==> config.mk <==
export PLATFORM = sky130hd
export DESIGN_NAME = round_robin_run_queue_unit
export DESIGN_NICKNAME = d
export VERILOG_FILES = /design/src/rtl/core/rrq_pkg.sv /design/src/rtl/core/rrq_cell.sv /design/src/rtl/core/rrq_chain.sv /design/src/rtl/core/rrq_slice_mem.sv /design/src/rtl/core/round_robin_run_queue_unit.sv
export SDC_FILE = /design/constraint.sdc
export NUM_CORES = 2
export LEC_CHECK = 0
export ABC_AREA = 0
export BUFFER_PORTS_ARGS = -buffer_cell sky130_fd_sc_hd__buf_2
export CAP_MARGIN = 25
export CORE_AREA = 2 2 399 401
export DETAILED_ROUTE_END_ITERATION = 7
export DIE_AREA = 0 0 401 403
export HOLD_SLACK_MARGIN = 0.03
export PLACE_DENSITY = 0.58
export SLEW_MARGIN = 20
export SYNTH_ARGS = -nofsm -noshare
export SYNTH_HDL_FRONTEND = slang
export SYNTH_SLANG_ARGS = --single-unit
==> constraint.sdc <==
create_clock -name clk_i -period 7.25 [get_ports clk_i]
set_clock_uncertainty 0.05 [all_clocks]
set_input_delay 0.725 -clock clk_i [delete_from_list [all_inputs] [get_ports clk_i]]
set_output_delay 0.725 -clock clk_i [all_outputs]
set_load 0.01 [all_outputs]
==> src/rtl/core/rrq_pkg.sv <==
package rrq_pkg;

  localparam int MAX_TASKS   = 64;
  localparam int ID_W        = 6;
  localparam int ID_SPACE    = 1 << ID_W;
  localparam int POS_W       = $clog2(MAX_TASKS);
  localparam int CNT_W       = $clog2(MAX_TASKS + 1);
  localparam int SLICE_W     = 10;
  localparam int CMD_W       = 3;
  localparam int STATUS_W    = 2;
  localparam int QCOUNT_W    = 7;
  localparam int IN_DATA_W   = 16;
  localparam int OUT_DATA_W  = 24;
  localparam int OUT_USED_W  = STATUS_W + ID_W + 1 + 1 + QCOUNT_W;

  localparam logic [SLICE_W-1:0] SLICE_RESET = SLICE_W'(10);

  typedef enum logic [CMD_W-1:0] {
    CMD_ENQUEUE  = 3'd0,
    CMD_DEQUEUE  = 3'd1,
    CMD_YIELD    = 3'd2,
    CMD_YIELD_TO = 3'd3,
    CMD_TICK     = 3'd4,
    CMD_PICK     = 3'd5
  } cmd_e;

  typedef enum logic [STATUS_W-1:0] {
    ST_OK     = 2'd0,
    ST_ABSENT = 2'd1,
    ST_FULL   = 2'd2,
    ST_EMPTY  = 2'd3
  } status_e;

  typedef enum logic [2:0] {
    CELL_HOLD,
    CELL_LOAD_TAIL,
    CELL_MARK,
    CELL_PULL_UP,
    CELL_PULL_DOWN
  } cell_op_e;

  typedef struct packed {
    cell_op_e         op;
    logic [ID_W-1:0]  key;
    logic [CNT_W-1:0] count;
  } cell_ctrl_t;

  typedef enum logic [2:0] {
    S_IDLE,
    S_EXEC,
    S_WALK_UP,
    S_WALK_DOWN,
    S_RESP
  } state_e;

endpackage

==> src/rtl/core/rrq_cell.sv <==
module rrq_cell (
  input  logic                       clk_i,
  input  logic                       rst_ni,
  input  rrq_pkg::cell_ctrl_t        ctrl_i,
  input  logic [rrq_pkg::POS_W-1:0]  idx_i,
  input  logic [rrq_pkg::ID_W-1:0]   left_id_i,
  input  logic                       left_hole_i,
  input  logic [rrq_pkg::ID_W-1:0]   right_id_i,
  input  logic                       right_hole_i,
  output logic [rrq_pkg::ID_W-1:0]   id_o,
  output logic                       hole_o
);
  import rrq_pkg::*;

  logic [ID_W-1:0]  id_q, id_d;
  logic             hole_q, hole_d;
  logic [CNT_W-1:0] idx_ext;
  logic             is_tail_slot;
  logic             is_last;
  logic             occupied;

  assign idx_ext      = CNT_W'(idx_i);
  assign is_tail_slot = idx_ext == ctrl_i.count;
  assign is_last      = CNT_W'(idx_ext + CNT_W'(1)) == ctrl_i.count;
  assign occupied     = idx_ext < ctrl_i.count;

  always_comb begin
    id_d   = id_q;
    hole_d = hole_q;
    case (ctrl_i.op)
      CELL_HOLD: begin
      end
      CELL_LOAD_TAIL: begin
        if (is_tail_slot) begin
          id_d = ctrl_i.key;
        end
      end
      CELL_MARK: begin
        hole_d = occupied && (id_q == ctrl_i.key);
      end
      CELL_PULL_UP: begin
        if (hole_q) begin
          hole_d = 1'b0;
          id_d   = is_last ? ctrl_i.key : right_id_i;
        end else if (left_hole_i) begin
          hole_d = 1'b1;
        end
      end
      CELL_PULL_DOWN: begin
        if (hole_q) begin
          hole_d = 1'b0;
          id_d   = (idx_i == '0) ? ctrl_i.key : left_id_i;
        end else if (right_hole_i) begin
          hole_d = 1'b1;
        end
      end
      default: begin
      end
    endcase
  end

  always_ff @(posedge clk_i or negedge rst_ni) begin
    if (!rst_ni) begin
      hole_q <= 1'b0;
    end else begin
      hole_q <= hole_d;
    end
  end

  always_ff @(posedge clk_i) begin
    id_q <= id_d;
  end

  assign id_o   = id_q;
  assign hole_o = hole_q;

endmodule

==> src/rtl/core/rrq_chain.sv <==
module rrq_chain (
  input  logic                          clk_i,
  input  logic                          rst_ni,
  input  rrq_pkg::cell_ctrl_t           ctrl_i,
  output logic [rrq_pkg::ID_W-1:0]      head_id_o,
  output logic [rrq_pkg::MAX_TASKS-1:0] holes_o
);
  import rrq_pkg::*;

  logic [ID_W-1:0]      ids [MAX_TASKS];
  logic [MAX_TASKS-1:0] holes;

  for (genvar i = 0; i < MAX_TASKS; i++) begin : g_cell
    logic [ID_W-1:0] left_id;
    logic            left_hole;
    logic [ID_W-1:0] right_id;
    logic            right_hole;

    if (i == 0) begin : g_first
      assign left_id   = '0;
      assign left_hole = 1'b0;
    end else begin : g_inner_left
      assign left_id   = ids[i-1];
      assign left_hole = holes[i-1];
    end

    if (i == MAX_TASKS - 1) begin : g_last
      assign right_id   = '0;
      assign right_hole = 1'b0;
    end else begin : g_inner_right
      assign right_id   = ids[i+1];
      assign right_hole = holes[i+1];
    end

    rrq_cell u_cell (
      .clk_i        (clk_i),
      .rst_ni       (rst_ni),
      .ctrl_i       (ctrl_i),
      .idx_i        (POS_W'(i)),
      .left_id_i    (left_id),
      .left_hole_i  (left_hole),
      .right_id_i   (right_id),
      .right_hole_i (right_hole),
      .id_o         (ids[i]),
      .hole_o       (holes[i])
    );
  end

  assign head_id_o = ids[0];
  assign holes_o   = holes;

endmodule

==> src/rtl/core/rrq_slice_mem.sv <==
module rrq_slice_mem (
  input  logic                         clk_i,
  input  logic                         rst_ni,
  input  logic                         rd_en_i,
  input  logic [rrq_pkg::ID_W-1:0]     rd_addr_i,
  output logic [rrq_pkg::SLICE_W-1:0]  rd_data_o,
  input  logic                         wr_en_i,
  input  logic [rrq_pkg::ID_W-1:0]     wr_addr_i,
  input  logic [rrq_pkg::SLICE_W-1:0]  wr_data_i
);
  import rrq_pkg::*;

  logic [SLICE_W-1:0]  mem [ID_SPACE];
  logic [ID_SPACE-1:0] valid_q;
  logic [SLICE_W-1:0]  rd_data_q;
  logic                rd_valid_q;

  always_ff @(posedge clk_i or negedge rst_ni) begin
    if (!rst_ni) begin
      valid_q    <= '0;
      rd_valid_q <= 1'b0;
    end else begin
      if (wr_en_i) begin
        valid_q[wr_addr_i] <= 1'b1;
      end
      if (rd_en_i) begin
        rd_valid_q <= valid_q[rd_addr_i];
      end
    end
  end

  always_ff @(posedge clk_i) begin
    if (wr_en_i) begin
      mem[wr_addr_i] <= wr_data_i;
    end
    if (rd_en_i) begin
      rd_data_q <= mem[rd_addr_i];
    end
  end

  // never-written entries read as zero
  assign rd_data_o = rd_valid_q ? rd_data_q : '0;

endmodule

==> src/rtl/core/round_robin_run_queue_unit.sv <==
// commands that leave the order alone pass S_EXEC and then S_RESP before the result is registered
// commands that move or remove a task walk the hole through the chain in S_WALK_UP or S_WALK_DOWN
// before S_RESP; a hole heading for the tail runs on to the end of the chain
// one command at a time; the next is taken once the result
// sits in the output register
// reset (asynchronous, active low): queue empty, all slices zero, slice length 10 ticks
module round_robin_run_queue_unit (
  input  logic                             clk_i,
  input  logic                             rst_ni,
  input  logic                             cfg_valid_i,
  output logic                             cfg_ready_o,
  input  logic [rrq_pkg::SLICE_W-1:0]      cfg_data_i,
  input  logic                             s_axis_tvalid,
  output logic                             s_axis_tready,
  // command[2:0], task_id[8:3], restore[9], prev_in_class[10], zeros above
  input  logic [rrq_pkg::IN_DATA_W-1:0]    s_axis_tdata,
  output logic                             m_axis_tvalid,
  input  logic                             m_axis_tready,
  // status[1:0], next_task[7:2], next_valid[8], resched[9], queue_count[16:10], zeros above
  output logic [rrq_pkg::OUT_DATA_W-1:0]   m_axis_tdata
);
  import rrq_pkg::*;

  state_e               state_q, state_d;
  logic [CMD_W-1:0]     cmd_q;
  logic [ID_W-1:0]      id_q;
  logic                 restore_q;
  logic                 prev_q;
  logic [SLICE_W-1:0]   slice_ticks_q;
  logic [ID_SPACE-1:0]  inq_q, inq_d;
  logic [CNT_W-1:0]     count_q, count_d;
  logic                 drop_q, drop_d;
  status_e              res_status_q, res_status_d;
  logic [ID_W-1:0]      res_next_q, res_next_d;
  logic                 res_nvalid_q, res_nvalid_d;
  logic                 res_resched_q, res_resched_d;
  logic                 m_tvalid_q, m_tvalid_d;
  logic [OUT_DATA_W-1:0] m_tdata_q, m_tdata_d;

  cell_ctrl_t           cell_ctrl;
  logic [ID_W-1:0]      head_id;
  logic [MAX_TASKS-1:0] holes;
  logic                 any_hole;

  logic                 mem_we;
  logic [SLICE_W-1:0]   mem_wdata;
  logic [SLICE_W-1:0]   slice_now;
  logic [SLICE_W-1:0]   slice_dec;

  logic                 s_accept;
  logic                 out_free;
  logic                 inq_hit;
  logic                 full;
  logic                 multi;
  logic                 expire;
  logic                 pick_move;
  logic                 walk_up;
  logic                 walk_down;
  cmd_e                 cmd;

  assign cfg_ready_o   = 1'b1;
  assign s_axis_tready = state_q == S_IDLE;
  assign s_accept      = s_axis_tvalid && s_axis_tready;
  assign out_free      = !m_tvalid_q || m_axis_tready;
  assign any_hole      = |holes;

  assign cmd       = cmd_e'(cmd_q);
  assign inq_hit   = inq_q[id_q];
  assign full      = count_q >= CNT_W'(MAX_TASKS);
  assign multi     = count_q > CNT_W'(1);
  assign slice_dec = (slice_now == '0) ? '0 : SLICE_W'(slice_now - SLICE_W'(1));
  assign expire    = slice_dec == '0;
  assign pick_move = prev_q && inq_hit && (id_q != head_id);

  assign walk_up   = (((cmd == CMD_DEQUEUE) || (cmd == CMD_YIELD)) && inq_hit)
                  || ((cmd == CMD_TICK) && inq_hit && expire && multi)
                  || ((cmd == CMD_PICK) && (count_q != '0) && pick_move);
  assign walk_down = (cmd == CMD_YIELD_TO) && inq_hit;

  rrq_chain u_chain (
    .clk_i     (clk_i),
    .rst_ni    (rst_ni),
    .ctrl_i    (cell_ctrl),
    .head_id_o (head_id),
    .holes_o   (holes)
  );

  rrq_slice_mem u_slice_mem (
    .clk_i     (clk_i),
    .rst_ni    (rst_ni),
    .rd_en_i   (s_accept),
    .rd_addr_i (s_axis_tdata[CMD_W +: ID_W]),
    .rd_data_o (slice_now),
    .wr_en_i   (mem_we),
    .wr_addr_i (id_q),
    .wr_data_i (mem_wdata)
  );

  always_comb begin
    state_d = state_q;
    case (state_q)
      S_IDLE: begin
        if (s_accept) begin
          state_d = S_EXEC;
        end
      end
      S_EXEC: begin
        if (walk_up) begin
          state_d = S_WALK_UP;
        end else if (walk_down) begin
          state_d = S_WALK_DOWN;
        end else begin
          state_d = S_RESP;
        end
      end
      S_WALK_UP, S_WALK_DOWN: begin
        if (!any_hole) begin
          state_d = S_RESP;
        end
      end
      S_RESP: begin
        if (out_free) begin
          state_d = S_IDLE;
        end
      end
      default: begin
        state_d = S_IDLE;
      end
    endcase
  end

  always_comb begin
    cell_ctrl.op    = CELL_HOLD;
    cell_ctrl.key   = id_q;
    cell_ctrl.count = count_q;
    inq_d           = inq_q;
    count_d         = count_q;
    drop_d          = drop_q;
    res_status_d    = res_status_q;
    res_next_d      = res_next_q;
    res_nvalid_d    = res_nvalid_q;
    res_resched_d   = res_resched_q;
    mem_we          = 1'b0;
    mem_wdata       = slice_ticks_q;
    m_tvalid_d      = m_tvalid_q && !m_axis_tready;
    m_tdata_d       = m_tdata_q;

    case (state_q)
      S_EXEC: begin
        res_status_d  = ST_OK;
        res_next_d    = '0;
        res_nvalid_d  = 1'b0;
        res_resched_d = 1'b0;
        drop_d        = 1'b0;
        if (walk_up || walk_down) begin
          cell_ctrl.op = CELL_MARK;
        end
        case (cmd)
          CMD_ENQUEUE: begin
            if (inq_hit || full) begin
              res_status_d = ST_FULL;
            end else begin
              cell_ctrl.op  = CELL_LOAD_TAIL;
              inq_d[id_q]   = 1'b1;
              count_d       = CNT_W'(count_q + CNT_W'(1));
              mem_we        = !restore_q;
            end
          end
          CMD_DEQUEUE: begin
            if (!inq_hit) begin
              res_status_d = ST_ABSENT;
            end else begin
              inq_d[id_q] = 1'b0;
              drop_d      = 1'b1;
            end
          end
          CMD_YIELD: begin
            if (!inq_hit) begin
              res_status_d = ST_ABSENT;
            end else begin
              mem_we = 1'b1;
            end
          end
          CMD_YIELD_TO: begin
            if (!inq_hit) begin
              res_status_d = ST_ABSENT;
            end
          end
          CMD_TICK: begin
            if (!inq_hit) begin
              res_status_d = ST_ABSENT;
            end else begin
              mem_we        = 1'b1;
              mem_wdata     = expire ? slice_ticks_q : slice_dec;
              res_resched_d = expire && multi;
            end
          end
          CMD_PICK: begin
            if (count_q == '0) begin
              res_status_d = ST_EMPTY;
            end else begin
              res_next_d   = head_id;
              res_nvalid_d = 1'b1;
            end
          end
          default: begin
            res_status_d = ST_ABSENT;
          end
        endcase
      end
      S_WALK_UP: begin
        cell_ctrl.op = CELL_PULL_UP;
        if (!any_hole && drop_q) begin
          count_d = CNT_W'(count_q - CNT_W'(1));
        end
      end
      S_WALK_DOWN: begin
        cell_ctrl.op = CELL_PULL_DOWN;
      end
      S_RESP: begin
        if (out_free) begin
          m_tvalid_d = 1'b1;
          m_tdata_d  = {(OUT_DATA_W - OUT_USED_W)'(0), QCOUNT_W'(count_q), res_resched_q,
                        res_nvalid_q, res_next_q, res_status_q};
        end
      end
      default: begin
      end
    endcase
  end

  always_ff @(posedge clk_i or negedge rst_ni) begin
    if (!rst_ni) begin
      state_q       <= S_IDLE;
      slice_ticks_q <= SLICE_RESET;
      inq_q         <= '0;
      count_q       <= '0;
      drop_q        <= 1'b0;
      m_tvalid_q    <= 1'b0;
    end else begin
      state_q <= state_d;
      if (cfg_valid_i) begin
        slice_ticks_q <= cfg_data_i;
      end
      inq_q      <= inq_d;
      count_q    <= count_d;
      drop_q     <= drop_d;
      m_tvalid_q <= m_tvalid_d;
    end
  end

  always_ff @(posedge clk_i) begin
    if (s_accept) begin
      cmd_q     <= s_axis_tdata[CMD_W-1:0];
      id_q      <= s_axis_tdata[CMD_W +: ID_W];
      restore_q <= s_axis_tdata[CMD_W + ID_W];
      prev_q    <= s_axis_tdata[CMD_W + ID_W + 1];
    end
    res_status_q  <= res_status_d;
    res_next_q    <= res_next_d;
    res_nvalid_q  <= res_nvalid_d;
    res_resched_q <= res_resched_d;
    m_tdata_q     <= m_tdata_d;
  end

  assign m_axis_tvalid = m_tvalid_q;
  assign m_axis_tdata  = m_tdata_q;

`ifndef SYNTHESIS
  a_single_hole : assert property (@(posedge clk_i) disable iff (!rst_ni)
    $onehot0(holes))
    else $error("more than one hole in the cell chain");

  a_hole_only_walking : assert property (@(posedge clk_i) disable iff (!rst_ni)
    (state_q == S_IDLE) |-> !any_hole)
    else $error("hole left in the chain while idle");

  a_count_bound : assert property (@(posedge clk_i) disable iff (!rst_ni)
    count_q <= CNT_W'(MAX_TASKS))
    else $error("queue count above capacity");

  a_count_matches_presence : assert property (@(posedge clk_i) disable iff (!rst_ni)
    (state_q == S_IDLE) |-> ($countones(inq_q) == int'(count_q)))
    else $error("presence bits disagree with queue count");
`endif

endmodule
==> impl_results.md <==
* Run status: finished, final reports clean
* Final GP Congestion at 0.8797
* Data required time of the worst path at 7760 ps
* Setup TNS at 0 ps
* Period Utilization, post-route at 75.73%
* Most used DFF post-synth: edfxtp_1
* Rows at 146
* Worst slew pin tran at 1120 ps
* Final Setup Violations at 0
* Mapped Cells at 5376
* Syn Area/Cell at 12.52 um^2
* Final Hold Fails at 0
* Seq/Total Area, Yosys at 55.84%
* Detailed-route via count at 44866
* Hold Path Class: in2reg
* Die height at 403 um
* HPWL Detailed at 123400 um
* Crit end category: flop
* PD cells at 294.2 nW/um^2
* Post-Route WL at 189700 um
* Global route total overflow at 0
* Total power at 22.01 mW
* Worst-path clk slew at 60 ps
* EDFF count, synth at 1072
* Die ar. at 161600 um^2
* Leak at 26.17 nW
* Initial core utilization at 42.73%
* Ys Warns at 0
* Final Critical Period at 5490 ps
* Setup slack after layout at 1760 ps
* Clock root buffer master: clkbuf_16
* Wire per inst at 25.32 um
* Die width at 401 um
* Synthesized area at 67290 um^2
* Core region area at 157500 um^2
* Vias in the first global route at 43839
* Startpoint types: flop
* Slew Limit Headroom at 25.07%
* Synthesized flop and latch total at 1287
* Nets at 5335
* Peak VDD IR at 0.2786 mV
* GRT Util Overall at 23.06%
* Initial DRC count at 4193
* Core Util, Final at 47.50%
* Worst-path fanout max at 43
* First-pass GRT wire length at 285700 um
* DRT Pass-1 Iters at 5
* H-tree Lvls at 4
* Place WS at 1746 ps
* Remaining antenna violation count at 0
* Worst EP arrival at 6000 ps
* # DRC at 0
* Setup Buffers After CTS at 0
* Num ports at 58
* Maxcap violations at 0
* I/O Buffers at 44
* RSZ-0062 raised after global routing: false
* Max Clk Rate at 0.1821 GHz
* Ratio of cells with drive above 1 in the final layout at 17.26%
* Largest net degree at the start of global routing at 172
* TritonCTS clock tree: done
* Antenna violations before repair at 5
* CTS Buf Count at 146
* Post-synth ARST share at 16.71%
* Worst skew pair latency at 810 ps
* Post-CTS Resized at 0
* Final Max Slew Viols at 0
* Synthesis-to-finish area growth at 11.17%
* Clock sink total at 1287
* Category of the most critical setup path: reg2reg
* Clock Path Buffers at 3
* Yosys cell types at 83
* Routed vias/inst at 5.989
[worst max-delay path, cell delays in order, from the launching register on]
cell and delay, ps:
edfxtp_1 710, buf_4 600, nand2b_1 260, o22a_1 150, a31oi_1 120, or4_1 600, or3_2 640, buf_4 350
and4_1 440, o2bb2ai_4 840, buf_4 470
[layout make-up]
| type | count | area [um^2] |
|---|---|---|
| antenna | 2 | 5.005 |
| clock buffer | 185 | 3880 |
| clock inverter | 85 | 960.9 |
| fill | 14020 | 82660 |
| inverter | 18 | 75.07 |
| multi-input combinational | 3646 | 28110 |
| sequential | 1287 | 37580 |
| tap | 2072 | 2592 |
| timing repair buffer | 197 | 1598 |
[synth_stat cells, drive strengths merged, types with 138 or more instances]
master | number | area [um^2]
edfxtp | 1072 | 32190
nor2 | 424 | 1592
nand2 | 422 | 1584
mux2i | 340 | 3403
o21ai | 338 | 1699
a21oi | 299 | 1500
clkbuf | 293 | 1100
mux4 | 237 | 5338
mux2 | 226 | 2549
dfrtp | 213 | 5330
xnor2 | 199 | 1743
xor2 | 196 | 1717
nor3 | 146 | 730.7
buf | 138 | 648.1
[per-stage QoR]
step                      hold slack (ps)  cells  cell area, um^2
after global routing                79.84   7490            74800
after detailed placement            355.2   7209            69800
after CTS                           65.49   7480            74650
after global placement              355.0   7204            69730
after floorplan                     350.3   5382            67310
final                               111.1   7492            74800
[kinds of logic (layout without fill, tap and decap cells)]
kind of cell | Yosys count | count (layout) | share of synthesized area, %
XOR/XNOR | 395 | 395 | 5.142
AO/OA/AOI/OAI | 1097 | 1097 | 10.37
other | 2 | 10 | 0.01116
flip-flops | 1287 | 1287 | 55.84
buffers and inverters | 449 | 485 | 2.698
adder cells (fa/ha/maj) | 8 | 8 | 0.1488
multiplexers | 803 | 803 | 16.78
AND/OR/NAND/NOR | 1335 | 1335 | 9.011
[routing by layer]
| layer | global-route usage, % | up-vias | share of wire, % |
|---|---|---|---|
| li1 | - | 20253 | - |
| met1 | 32.07 | 22924 | 44 |
| met2 | 37.24 | 1401 | 47 |
| met3 | 3.795 | 282 | 5.8 |
| met4 | 6.839 | 6 | 2.8 |
| met5 | 0 | - | 0.021 |
[final timing paths]
path / to / start / slack, ps / cells past startpoint
max in group asynchronous: u_chain.g_cell[13].u_cell.hole_o$_DFFE_PN0P_ / rst_ni / 5370 / 4
hold reg to reg: m_axis_tdata[6]$_DFFE_PP_ / res_next_q[4]$_SDFFCE_PN0P_ / 370 / 0
hold / removal: cmd[2]$_DFFE_PP_ / s_axis_tdata[2] / 110 / 1
min in group asynchronous: m_axis_tvalid$_DFF_PN0_ / rst_ni / 410 / 2
setup / recovery: u_slice_mem.mem[32][9]$_DFFE_PP_ / id_q[0]$_DFFE_PP_ / 1760 / 10
setup reg to reg: u_slice_mem.mem[32][9]$_DFFE_PP_ / id_q[0]$_DFFE_PP_ / 1760 / 10
[state kept, by name, indices dropped and copies added (netlist names), 2 cells and up, named ones only]
register / cells
u_slice_mem.rd_data_q: 10
count_q: 7
slice_ticks_q: 10
u_slice_mem.mem: 640
res_next_q: 6
res_status_q: 2
u_chain.g_cell.u_cell.id_o: 384
state_q: 3
u_slice_mem.valid_q: 64
id_q: 6
u_chain.g_cell.u_cell.hole_o: 64
cmd: 3
m_axis_tdata: 17
[power breakdown]
group	switching, mW	leakage [nW]	internal, mW	total [mW]
Combinational	3.78	11.6	1.85	5.64
Clock	3.25	2.34	4.12	7.38
Sequential	0.374	12.3	8.62	9.00
[timing repair]
action                                 4_1_cts  5_1_grt
setup endpoints to repair                    0        0
endpoints found under the hold margin       66        0
hold buffers                                 1        0
[cells in the final DEF, fill, tap and decap left out, types with 46 or more instances in the layout]
master,synthesis,layout
o211ai_1,61,61
clkbuf_16,0,146
nand3_1,48,48
o21ai_0,336,335
xnor2_1,199,199
a31o_1,46,46
a211oi_1,53,53
nor3_1,146,129
buf_4,11,130
a211o_1,79,79
nand4_1,57,57
xor2_1,196,196
dfrtp_1,213,212
mux4_2,237,237
nor2_1,424,420
a21oi_1,298,298
mux2_2,221,219
edfxtp_1,1072,1072
mux2i_1,340,339
nand2_1,422,422
nand2b_1,79,78
nor4_1,72,72
(Power assumes the default switching activity.)
